## src/hw/rtl/cell_protection_latch_core_defines.svh

```systemverilog
// Assertion macros used by the cell protection latch core.
`ifndef CELL_PROTECTION_LATCH_CORE_DEFINES_SVH
`define CELL_PROTECTION_LATCH_CORE_DEFINES_SVH

// Same-cycle implication, sampled on clk, masked while rst_n is low.
`define CPL_ASSERT_NOW(label, ante, cons) \
    label: assert property (@(posedge clk) disable iff (!rst_n) (ante) |-> (cons)) \
        else $error("cell protection latch: same-cycle check failed");

// Next-cycle implication, sampled on clk, masked while rst_n is low.
`define CPL_ASSERT_NEXT(label, ante, cons) \
    label: assert property (@(posedge clk) disable iff (!rst_n) (ante) |=> (cons)) \
        else $error("cell protection latch: next-cycle check failed");

`endif

```

## src/hw/rtl/cpl_pkg.sv

```systemverilog
// Shared types and constants for the cell protection latch.
package cpl_pkg;

    localparam int CPL_MAX_CELLS = 16;
    localparam int CPL_IDX_W     = (CPL_MAX_CELLS > 1) ? $clog2(CPL_MAX_CELLS) : 1;
    localparam int CPL_COUNT_W   = $clog2(CPL_MAX_CELLS + 1);

    localparam int CPL_ID_W   = 8;
    localparam int CPL_VOLT_W = 16;
    localparam int CPL_TEMP_W = 12;
    localparam int CPL_REG_W  = 16;

    typedef logic [CPL_IDX_W-1:0]          idx_t;
    typedef logic [CPL_COUNT_W-1:0]        count_t;
    typedef logic [CPL_ID_W-1:0]           id_t;
    typedef logic [CPL_VOLT_W-1:0]         volt_t;
    typedef logic signed [CPL_TEMP_W-1:0]  temp_t;

    typedef enum logic [1:0] {
        OP_ADD    = 2'd0,
        OP_UPDATE = 2'd1,
        OP_CHECK  = 2'd2,
        OP_NOP    = 2'd3
    } op_t;

    typedef enum logic [1:0] {
        CAUSE_NONE = 2'd0,
        CAUSE_OV   = 2'd1,
        CAUSE_UV   = 2'd2,
        CAUSE_OT   = 2'd3
    } cause_t;

    typedef enum logic [1:0] {
        REG_OVER_VOLT  = 2'd0,
        REG_UNDER_VOLT = 2'd1,
        REG_OVER_TEMP  = 2'd2,
        REG_UNUSED     = 2'd3
    } reg_idx_t;

    typedef enum logic [1:0] {
        ST_IDLE,
        ST_SCAN,
        ST_DONE
    } state_t;

    typedef struct packed {
        id_t   id;
        volt_t volt;
        temp_t temp;
    } entry_t;

    typedef struct packed {
        logic   en;
        idx_t   addr;
        entry_t data;
    } mem_wr_t;

    typedef struct packed {
        logic   hit;
        cause_t cause;
    } cmp_res_t;

endpackage

```

## src/hw/rtl/cpl_table.sv

```systemverilog
// Cell table storage: one write port, one registered read port.
module cpl_table (
    input  logic             clk,
    input  cpl_pkg::mem_wr_t wr,
    input  logic             rd_en,
    input  cpl_pkg::idx_t    rd_addr,
    output cpl_pkg::entry_t  rd_data
);
    import cpl_pkg::*;

    entry_t mem [CPL_MAX_CELLS];
    entry_t rd_data_reg;

    always_ff @(posedge clk)
    begin
        if (wr.en)
        begin
            mem[wr.addr] <= wr.data;
        end
    end

    always_ff @(posedge clk)
    begin
        if (rd_en)
        begin
            rd_data_reg <= mem[rd_addr];
        end
    end

    assign rd_data = rd_data_reg;

endmodule

```

## src/hw/rtl/cpl_cmp.sv

```systemverilog
// Shared compare unit: id match or ordered threshold test on one entry.
module cpl_cmp (
    input  cpl_pkg::entry_t   ent,
    input  logic              check_mode,
    input  cpl_pkg::id_t      key,
    input  cpl_pkg::volt_t    over_volt,
    input  cpl_pkg::volt_t    under_volt,
    input  cpl_pkg::temp_t    over_temp,
    output cpl_pkg::cmp_res_t res
);
    import cpl_pkg::*;

    always_comb
    begin
        res.hit   = 1'b0;
        res.cause = CAUSE_NONE;
        if (check_mode)
        begin
            // over-voltage wins over under-voltage, which wins over temperature
            if (ent.volt > over_volt)
            begin
                res.hit   = 1'b1;
                res.cause = CAUSE_OV;
            end
            else if (ent.volt < under_volt)
            begin
                res.hit   = 1'b1;
                res.cause = CAUSE_UV;
            end
            else if (ent.temp > over_temp)
            begin
                res.hit   = 1'b1;
                res.cause = CAUSE_OT;
            end
        end
        else
        begin
            res.hit = (ent.id == key);
        end
    end

endmodule

```

## src/hw/rtl/cell_protection_latch_core.sv

```systemverilog
// Top level of the cell protection latch: sequencer, latch and status output.
// Battery cell protection with a latched fault. The block holds a table of up
// to sixteen cells (id, millivolts, signed tenths of a degree). Each transfer on
// the input channel carries one command and produces exactly one status transfer
// on the output channel. An add, a no-op, an update of an empty table and a check
// that has nothing to walk go from the idle state straight to the done state and
// from there into the output register. An update or a safety check walks the used
// entries in table order through a single shared compare unit, one entry per cycle,
// fed by the registered read port of the table memory, and then passes through the
// done state into the output register. The next command is not taken until the
// last one has left the done state. A check stops at the first cell over voltage,
// under voltage or over temperature (tested in that order), clears contactor_closed
// and latches the cause and cell id until reset; once latched, checks do nothing.
// in_stall is high while a command is being worked on. The finished status sits in
// an output register, so the next command may be taken while it still waits for the
// consumer. The user must write thresholds through the wr_en / wr_index / wr_data
// port only while the block is idle; the block itself does not enforce this.
// wr_index 3 is ignored. The table needs no clearing pass: only entries below
// cell_count are ever used.
`include "cell_protection_latch_core_defines.svh"

module cell_protection_latch_core (
    input  logic                                   clk,
    input  logic                                   rst_n,
    // threshold write port
    input  logic                                   wr_en,
    input  logic [1:0]                             wr_index,
    input  logic [cpl_pkg::CPL_REG_W-1:0]          wr_data,
    // command channel
    input  logic                                   in_valid,
    output logic                                   in_stall,
    input  logic [1:0]                             opcode,
    input  logic [cpl_pkg::CPL_ID_W-1:0]           cell_id,
    input  logic [cpl_pkg::CPL_VOLT_W-1:0]         cell_voltage,
    input  logic signed [cpl_pkg::CPL_TEMP_W-1:0]  cell_temp,
    // status channel
    output logic                                   out_valid,
    input  logic                                   out_stall,
    output logic                                   contactor_closed,
    output logic [1:0]                             fault_cause,
    output logic [cpl_pkg::CPL_ID_W-1:0]           fault_cell,
    output logic                                   add_rejected,
    output logic [cpl_pkg::CPL_COUNT_W-1:0]        cell_count
);
    import cpl_pkg::*;

    // sequencer
    state_t   state_reg, state_next;
    idx_t     idx_reg, idx_next;

    // command held for the duration of a walk
    op_t      op_reg, op_next;
    id_t      id_reg, id_next;
    volt_t    volt_reg, volt_next;
    temp_t    temp_reg, temp_next;
    logic     rej_reg, rej_next;

    // architectural state
    count_t   count_reg, count_next;
    logic     safe_reg, safe_next;
    cause_t   cause_reg, cause_next;
    id_t      fcell_reg, fcell_next;

    // thresholds
    volt_t    ov_reg, uv_reg;
    temp_t    ot_reg;

    // output register
    logic     out_valid_reg, out_valid_next;
    logic     out_safe_reg;
    cause_t   out_cause_reg;
    id_t      out_cell_reg;
    logic     out_rej_reg;
    count_t   out_count_reg;

    // datapath controls
    mem_wr_t  mem_wr;
    logic     rd_en;
    idx_t     rd_addr;
    entry_t   rd_data;
    cmp_res_t cmp_res;
    logic     in_xfer;
    logic     out_free;
    logic     load_out;
    logic     last_entry;
    op_t      in_op;

    assign in_op      = op_t'(opcode);
    assign in_xfer    = in_valid && !in_stall;
    assign out_free   = !out_valid_reg || !out_stall;
    assign last_entry = (count_t'(idx_reg) + count_t'(1)) == count_reg;

    cpl_table u_table (
        .clk     (clk),
        .wr      (mem_wr),
        .rd_en   (rd_en),
        .rd_addr (rd_addr),
        .rd_data (rd_data)
    );

    cpl_cmp u_cmp (
        .ent        (rd_data),
        .check_mode (op_reg == OP_CHECK),
        .key        (id_reg),
        .over_volt  (ov_reg),
        .under_volt (uv_reg),
        .over_temp  (ot_reg),
        .res        (cmp_res)
    );

    // next state
    always_comb
    begin
        state_next = state_reg;
        case (state_reg)
            ST_IDLE:
            begin
                if (in_xfer)
                begin
                    // walk only when there is something to walk
                    if (((in_op == OP_UPDATE) && (count_reg != '0)) ||
                        ((in_op == OP_CHECK) && safe_reg && (count_reg != '0)))
                    begin
                        state_next = ST_SCAN;
                    end
                    else
                    begin
                        state_next = ST_DONE;
                    end
                end
            end
            ST_SCAN:
            begin
                if (cmp_res.hit || last_entry)
                begin
                    state_next = ST_DONE;
                end
            end
            ST_DONE:
            begin
                if (out_free)
                begin
                    state_next = ST_IDLE;
                end
            end
            default:
            begin
                state_next = ST_IDLE;
            end
        endcase
    end

    // outputs and datapath
    always_comb
    begin
        in_stall     = (state_reg != ST_IDLE);
        idx_next     = idx_reg;
        op_next      = op_reg;
        id_next      = id_reg;
        volt_next    = volt_reg;
        temp_next    = temp_reg;
        rej_next     = rej_reg;
        count_next   = count_reg;
        safe_next    = safe_reg;
        cause_next   = cause_reg;
        fcell_next   = fcell_reg;
        mem_wr.en    = 1'b0;
        mem_wr.addr  = idx_reg;
        mem_wr.data  = rd_data;
        rd_en        = 1'b0;
        rd_addr      = '0;
        load_out     = 1'b0;

        case (state_reg)
            ST_IDLE:
            begin
                if (in_xfer)
                begin
                    op_next   = in_op;
                    id_next   = cell_id;
                    volt_next = cell_voltage;
                    temp_next = cell_temp;
                    rej_next  = 1'b0;
                    idx_next  = '0;
                    // prefetch entry zero for a walk
                    rd_en     = 1'b1;
                    if (in_op == OP_ADD)
                    begin
                        if (count_reg < count_t'(CPL_MAX_CELLS))
                        begin
                            mem_wr.en   = 1'b1;
                            mem_wr.addr = count_reg[CPL_IDX_W-1:0];
                            mem_wr.data = '{id: cell_id, volt: cell_voltage,
                                            temp: cell_temp};
                            count_next  = count_reg + count_t'(1);
                        end
                        else
                        begin
                            rej_next = 1'b1;
                        end
                    end
                end
            end
            ST_SCAN:
            begin
                // advance the read one entry ahead of the compare
                rd_en    = 1'b1;
                rd_addr  = idx_reg + idx_t'(1);
                idx_next = idx_reg + idx_t'(1);
                if (cmp_res.hit)
                begin
                    if (op_reg == OP_CHECK)
                    begin
                        safe_next  = 1'b0;
                        cause_next = cmp_res.cause;
                        fcell_next = rd_data.id;
                    end
                    else
                    begin
                        mem_wr.en   = 1'b1;
                        mem_wr.addr = idx_reg;
                        mem_wr.data = '{id: rd_data.id, volt: volt_reg, temp: temp_reg};
                    end
                end
            end
            ST_DONE:
            begin
                load_out = out_free;
            end
            default:
            begin
                load_out = 1'b0;
            end
        endcase
    end

    always_comb
    begin
        if (load_out)
        begin
            out_valid_next = 1'b1;
        end
        else if (!out_stall)
        begin
            out_valid_next = 1'b0;
        end
        else
        begin
            out_valid_next = out_valid_reg;
        end
    end

    // control and architectural state
    always_ff @(posedge clk or negedge rst_n)
    begin
        if (!rst_n)
        begin
            state_reg     <= ST_IDLE;
            count_reg     <= '0;
            safe_reg      <= 1'b1;
            cause_reg     <= CAUSE_NONE;
            fcell_reg     <= '0;
            out_valid_reg <= 1'b0;
            ov_reg        <= volt_t'(4200);
            uv_reg        <= volt_t'(3000);
            ot_reg        <= temp_t'(600);
        end
        else
        begin
            state_reg     <= state_next;
            count_reg     <= count_next;
            safe_reg      <= safe_next;
            cause_reg     <= cause_next;
            fcell_reg     <= fcell_next;
            out_valid_reg <= out_valid_next;
            if (wr_en)
            begin
                case (reg_idx_t'(wr_index))
                    REG_OVER_VOLT:  ov_reg <= wr_data[CPL_VOLT_W-1:0];
                    REG_UNDER_VOLT: uv_reg <= wr_data[CPL_VOLT_W-1:0];
                    REG_OVER_TEMP:  ot_reg <= temp_t'(wr_data[CPL_TEMP_W-1:0]);
                    default:        ov_reg <= ov_reg;
                endcase
            end
        end
    end

    // held command and output payload
    always_ff @(posedge clk)
    begin
        idx_reg  <= idx_next;
        op_reg   <= op_next;
        id_reg   <= id_next;
        volt_reg <= volt_next;
        temp_reg <= temp_next;
        rej_reg  <= rej_next;
        if (load_out)
        begin
            out_safe_reg  <= safe_reg;
            out_cause_reg <= cause_reg;
            out_cell_reg  <= fcell_reg;
            out_rej_reg   <= rej_reg;
            out_count_reg <= count_reg;
        end
    end

    assign out_valid        = out_valid_reg;
    assign contactor_closed = out_safe_reg;
    assign fault_cause      = out_cause_reg;
    assign fault_cell       = out_cell_reg;
    assign add_rejected     = out_rej_reg;
    assign cell_count       = out_count_reg;

    // a latched fault holds until reset
    `CPL_ASSERT_NEXT(a_fault_sticky, !safe_reg, !safe_reg)
    // no cause is reported while the system is safe
    `CPL_ASSERT_NOW(a_safe_no_cause, safe_reg, cause_reg == CAUSE_NONE)
    // the table never holds more than its capacity
    `CPL_ASSERT_NOW(a_count_bound, 1'b1, count_reg <= count_t'(CPL_MAX_CELLS))
    // a taken command always leaves the idle state
    `CPL_ASSERT_NEXT(a_cmd_starts, in_valid && !in_stall, state_reg != ST_IDLE)

endmodule
```

## config.mk

```make
export PLATFORM = sky130hd
export DESIGN_NAME = cell_protection_latch_core
export DESIGN_NICKNAME = d
export VERILOG_FILES = /design/src/hw/rtl/cpl_pkg.sv /design/src/hw/rtl/cpl_table.sv /design/src/hw/rtl/cpl_cmp.sv /design/src/hw/rtl/cell_protection_latch_core.sv
export VERILOG_INCLUDE_DIRS = /design/src /design/src/hw/rtl
export SDC_FILE = /design/constraint.sdc
export NUM_CORES = 1
export LEC_CHECK = 0
export BUFFER_PORTS_ARGS = -buffer_cell sky130_fd_sc_hd__buf_2
export CAP_MARGIN = 20
export CELL_PAD_IN_SITES_DETAIL_PLACEMENT = 0
export CELL_PAD_IN_SITES_GLOBAL_PLACEMENT = 1
export CORE_MARGIN = 2
export CORE_UTILIZATION = 55
export DETAILED_ROUTE_END_ITERATION = 10
export PLACE_DENSITY_LB_ADDON = 0.3
export SLEW_MARGIN = 30
export SYNTH_ARGS = -nofsm -noshare
export SYNTH_HDL_FRONTEND = slang
export SYNTH_HIERARCHICAL = 1
export SYNTH_SLANG_ARGS = --single-unit
```

## constraint.sdc

```tcl
create_clock -name clk -period 19.05 [get_ports clk]
set_clock_uncertainty 0.2 [all_clocks]
set_input_delay 0.9525 -clock clk [delete_from_list [all_inputs] [get_ports clk]]
set_output_delay 0.9525 -clock clk [all_outputs]
set_load 0.01 [all_outputs]
```

==> impl_metrics.py <==
metrics = {
    "outcome": {
        "status": "finished, final reports clean",
    },
    "worst_setup_path": {
        "regToRegStartpoint": "uv_reg[11]$_DFFE_PN1P_",
        "critPathSlowestCell": "nor2_4",
        "end_kind": "flip-flop",
        "critPathBufInv": 4,
        "cp-start-kind": "flip-flop",
        "critPathLaunch": "uv_reg[11]$_DFFE_PN1P_",
        "path_class": "reg -> reg",
        "worstPathArrival_ps": 5550,
        "path_max_fanout": 19,
        "crit_required_ps": 19110,
        "crit_chain": "inv_1 > ha_1 > and4_1 > nand2_1 > nor2_1 > a221o_1 > o21ba_2 > a21oi_1 > nand2_1 > nor2_4 > buf_16 > nor2_2 > inv_1 > nand3b_1 > nor2_4 > buf_4",
        "cpPeakStageDelay_ps": 780,
        "cp_top_family": "simple AND/OR/NAND/NOR gates",
    },
    "synth": {
        "synth_most_common_cell": "edfxtp_1",
        "netlist_instances": 1434,
        "synth_cell_types": 58,
        "synth_area_leaders": "edfxtp_1 69%, mux4_2 11%, dfrtp_1 4.0%, mux2_2 2.6%, ha_1 2.0%",
        "syn_nets": 1541,
        "yosys.area.top_type_share": 0.694,
        "async_reset_ff_frac": 0.0857,
        "ys_dominant_reg_cell": "edfxtp_1",
        "synth_edf_count": 672,
        "yosys.area.top_type": "edfxtp_1",
        "syn_area_um2": 29100,
        "syn_avg_cell_area_um2": 20.3,
        "ys_ff_latch": 735,
        "synth_warnings": 6,
        "synthTopCellsByCount": "672 x edfxtp_1, 144 x mux4_2, 72 x a22oi_1, 66 x mux2_2",
        "ys_seq_area_frac": 0.749,
    },
    "route": {
        "post_drt_wl_per_cell_um": 28.4,
        "antenna_left": 0,
        "drtIter0Drc": 1493,
        "wl_um": 65600,
        "drc_errors": 0,
        "dr.pass1.iters": 5,
        "drt-vias-per-instance": 6.30,
        "route.vias.total": 14544,
    },
    "floorplanning": {
        "core-area_um2": 52400,
        "die_w_um": 234,
        "initial_core_util": 0.554,
        "die_area_um2": 54700,
        "std_cell_rows": 84,
        "io_pins": 80,
        "dieHeight_um": 234,
    },
    "power": {
        "p_sw_mw": 1.21,
        "combPwrFrac": 0.190,
        "p_sw_frac": 0.274,
        "power_density_nw_per_um2": 135,
        "seq_power_share": 0.492,
        "ir_drop_mv": 0.0676,
        "p_int_mw": 3.20,
        "clkPwrFrac": 0.317,
        "power_mw": 4.41,
        "p_leak_nw": 11.1,
    },
    "sta": {
        "worst_pin_slew_ps": 912,
        "period_minus_slack_ps": 5490,
        "fmax_mhz": 182,
        "fin_tns_setup_ps": 0,
        "period_share": 0.288,
        "slew_violations": 0,
        "setup_viol": 0,
        "relSlewSlack": 0.392,
        "hold_violations": 0,
        "rsz0062_at_grt": "false",
    },
    "global_route": {
        "met3_usage": 0.0427,
        "use_met1": 0.365,
        "gr-total-overflow": 0,
        "grt_pass1_wl_um": 97100,
        "gr-max-usage-layer": "met2",
        "grt_max_degree": 103,
        "grt_usage": 0.248,
        "met2_usage": 0.392,
        "grt_pass1_vias": 14779,
        "antenna_found_initial": 2,
    },
    "placement": {
        "port_buffers": 79,
        "dpl_cell_area_um2": 30400,
        "place_hpwl_um": 38400,
        "finalWeightedCongestion": 0.808,
    },
    "cells_and_area": {
        "area_growth_pct": 12.7,
        "final_nets": 1670,
        "largest_register_ffs": 576,
        "n_antenna_cell": 0,
        "finalInstanceArea_um2": 32800,
        "drive_gt1_frac": 0.296,
    },
    "clock_network": {
        "cts_setup_buffers": 0,
        "ctsHoldBuffers": 0,
        "cts_max_path_buffers": 3,
        "cts.clk_slew.worst_paths_ps": 60,
        "h-tree-depth": 3,
        "cts_inserted_buffers": 76,
        "cts-root-buf": "clkbuf_16",
        "insertion_delay_ps": 610,
        "clock_sinks": 735,
        "ctsResizeCount": 0,
        "cts_tree": "yes",
    },
    "job": {
        "cap_violations": 0,
    },
    "hold_path": {
        "hold_start": "rej_reg$_SDFFCE_PP0P_",
        "hold_path.class": "reg -> reg",
    },
}
worst reg2reg max path, delay by kind of cell (launching register included):
kind | cells | cell delay, ps
AOI/OAI and AO/OA | 3 | 1030
buffers and inverters | 4 | 890
adders and majority gates | 1 | 290
DFF | 1 | 530
and+or+nand+nor | 8 | 2200
worst paths after layout:
check	endpoint	slack, ps	cells past startpoint
setup / recovery	u_table/mem[6][25]$_DFFE_PP_	13560	16
hold / removal	add_rejected$_DFFE_PP_	220	0
setup reg to reg	u_table/mem[6][25]$_DFFE_PP_	13560	16
hold reg to reg	add_rejected$_DFFE_PP_	220	0
max in group asynchronous	ov_reg[10]$_DFFE_PN0P_	17910	2
min in group asynchronous	out_valid$_DFFE_PN0P_	250	2
power by group through the flow:
stage / combinational, mW / sequential (mW) / clock [mW]
6_report: 0.838 / 2.17 / 1.40
5_1_grt: 0.915 / 2.18 / 1.49
4_1_cts: 0.843 / 2.17 / 1.43
3_5_place_dp: 0.840 / 2.20 / 0
3_3_place_gp: 0.818 / 2.20 / 0
2_1_floorplan: 0.563 / 2.18 / 0
stage by stage:
| stage | cells | hold slack, ps | setup WS, ps | utilization |
|---|---|---|---|---|
| 2_1_floorplan | 1434 | 200 | 12940 | - |
| 3_3_place_gp | 2170 | 202 | 13650 | 0.579 |
| 3_5_place_dp | 2172 | 210 | 13510 | 0.580 |
| 4_1_cts | 2308 | 224 | 13460 | 0.624 |
| 5_1_grt | 2309 | 232 | 13320 | 0.625 |
| 6_report | 2309 | 220 | 13560 | 0.625 |
per-layer routing:
metal / wire (um) / share of wire / vias up
met5: 0 / 0 / -
met4: 977 / 0.015 / 0
met3: 4750 / 0.072 / 78
met2: 31500 / 0.48 / 631
met1: 28300 / 0.43 / 7716
li1: - / - / 6119
cell usage in the layout, fill, tap and decap left out, drive strengths merged, types with 2 or more instances in the layout:
cell type and n:
a22oi 72, nand2b 6, nand3 6, o211ai 5
nor3b 2, edfxtp 672, clkinv 35, nor2 28
o21ai 9, a211oi 2, clkinvlp 4, clkbuf 92
a22o 28, dfstp 16, a21boi 3, ha 46
nand4 7, mux4 144, nand3b 5, bufinv 4
xor2 11, xnor2 6, nor2b 9, a21o 31
nand2 52, mux2 66, and2 2, and4 3
nor4 3, nor3 4, a21oi 21, inv 52
dfrtp 47, buf 114
cell type report:
type                    instances  area (um^2)
flip-flops and latches        735        21800
fillers                      3609        19700
multi-input cells             585         6900
clock buffers                  92         2030
well taps                     688          861
repair buffers                114          702
clock inverters                44          318
inverters                      51          194
cells by family (layout without fill, tap and decap cells):
kind of cell,Yosys count,in the layout,synth area share
xor gates and xnor gates,17,17,0.00512
and+or+nand+nor,132,132,0.0233
AOI/OAI and AO/OA,179,179,0.0458
muxes,211,211,0.137
adders and majority gates,46,46,0.0198
DFF,735,735,0.749
buffers and inverters,114,301,0.0195
(Power assumes the default switching activity.)
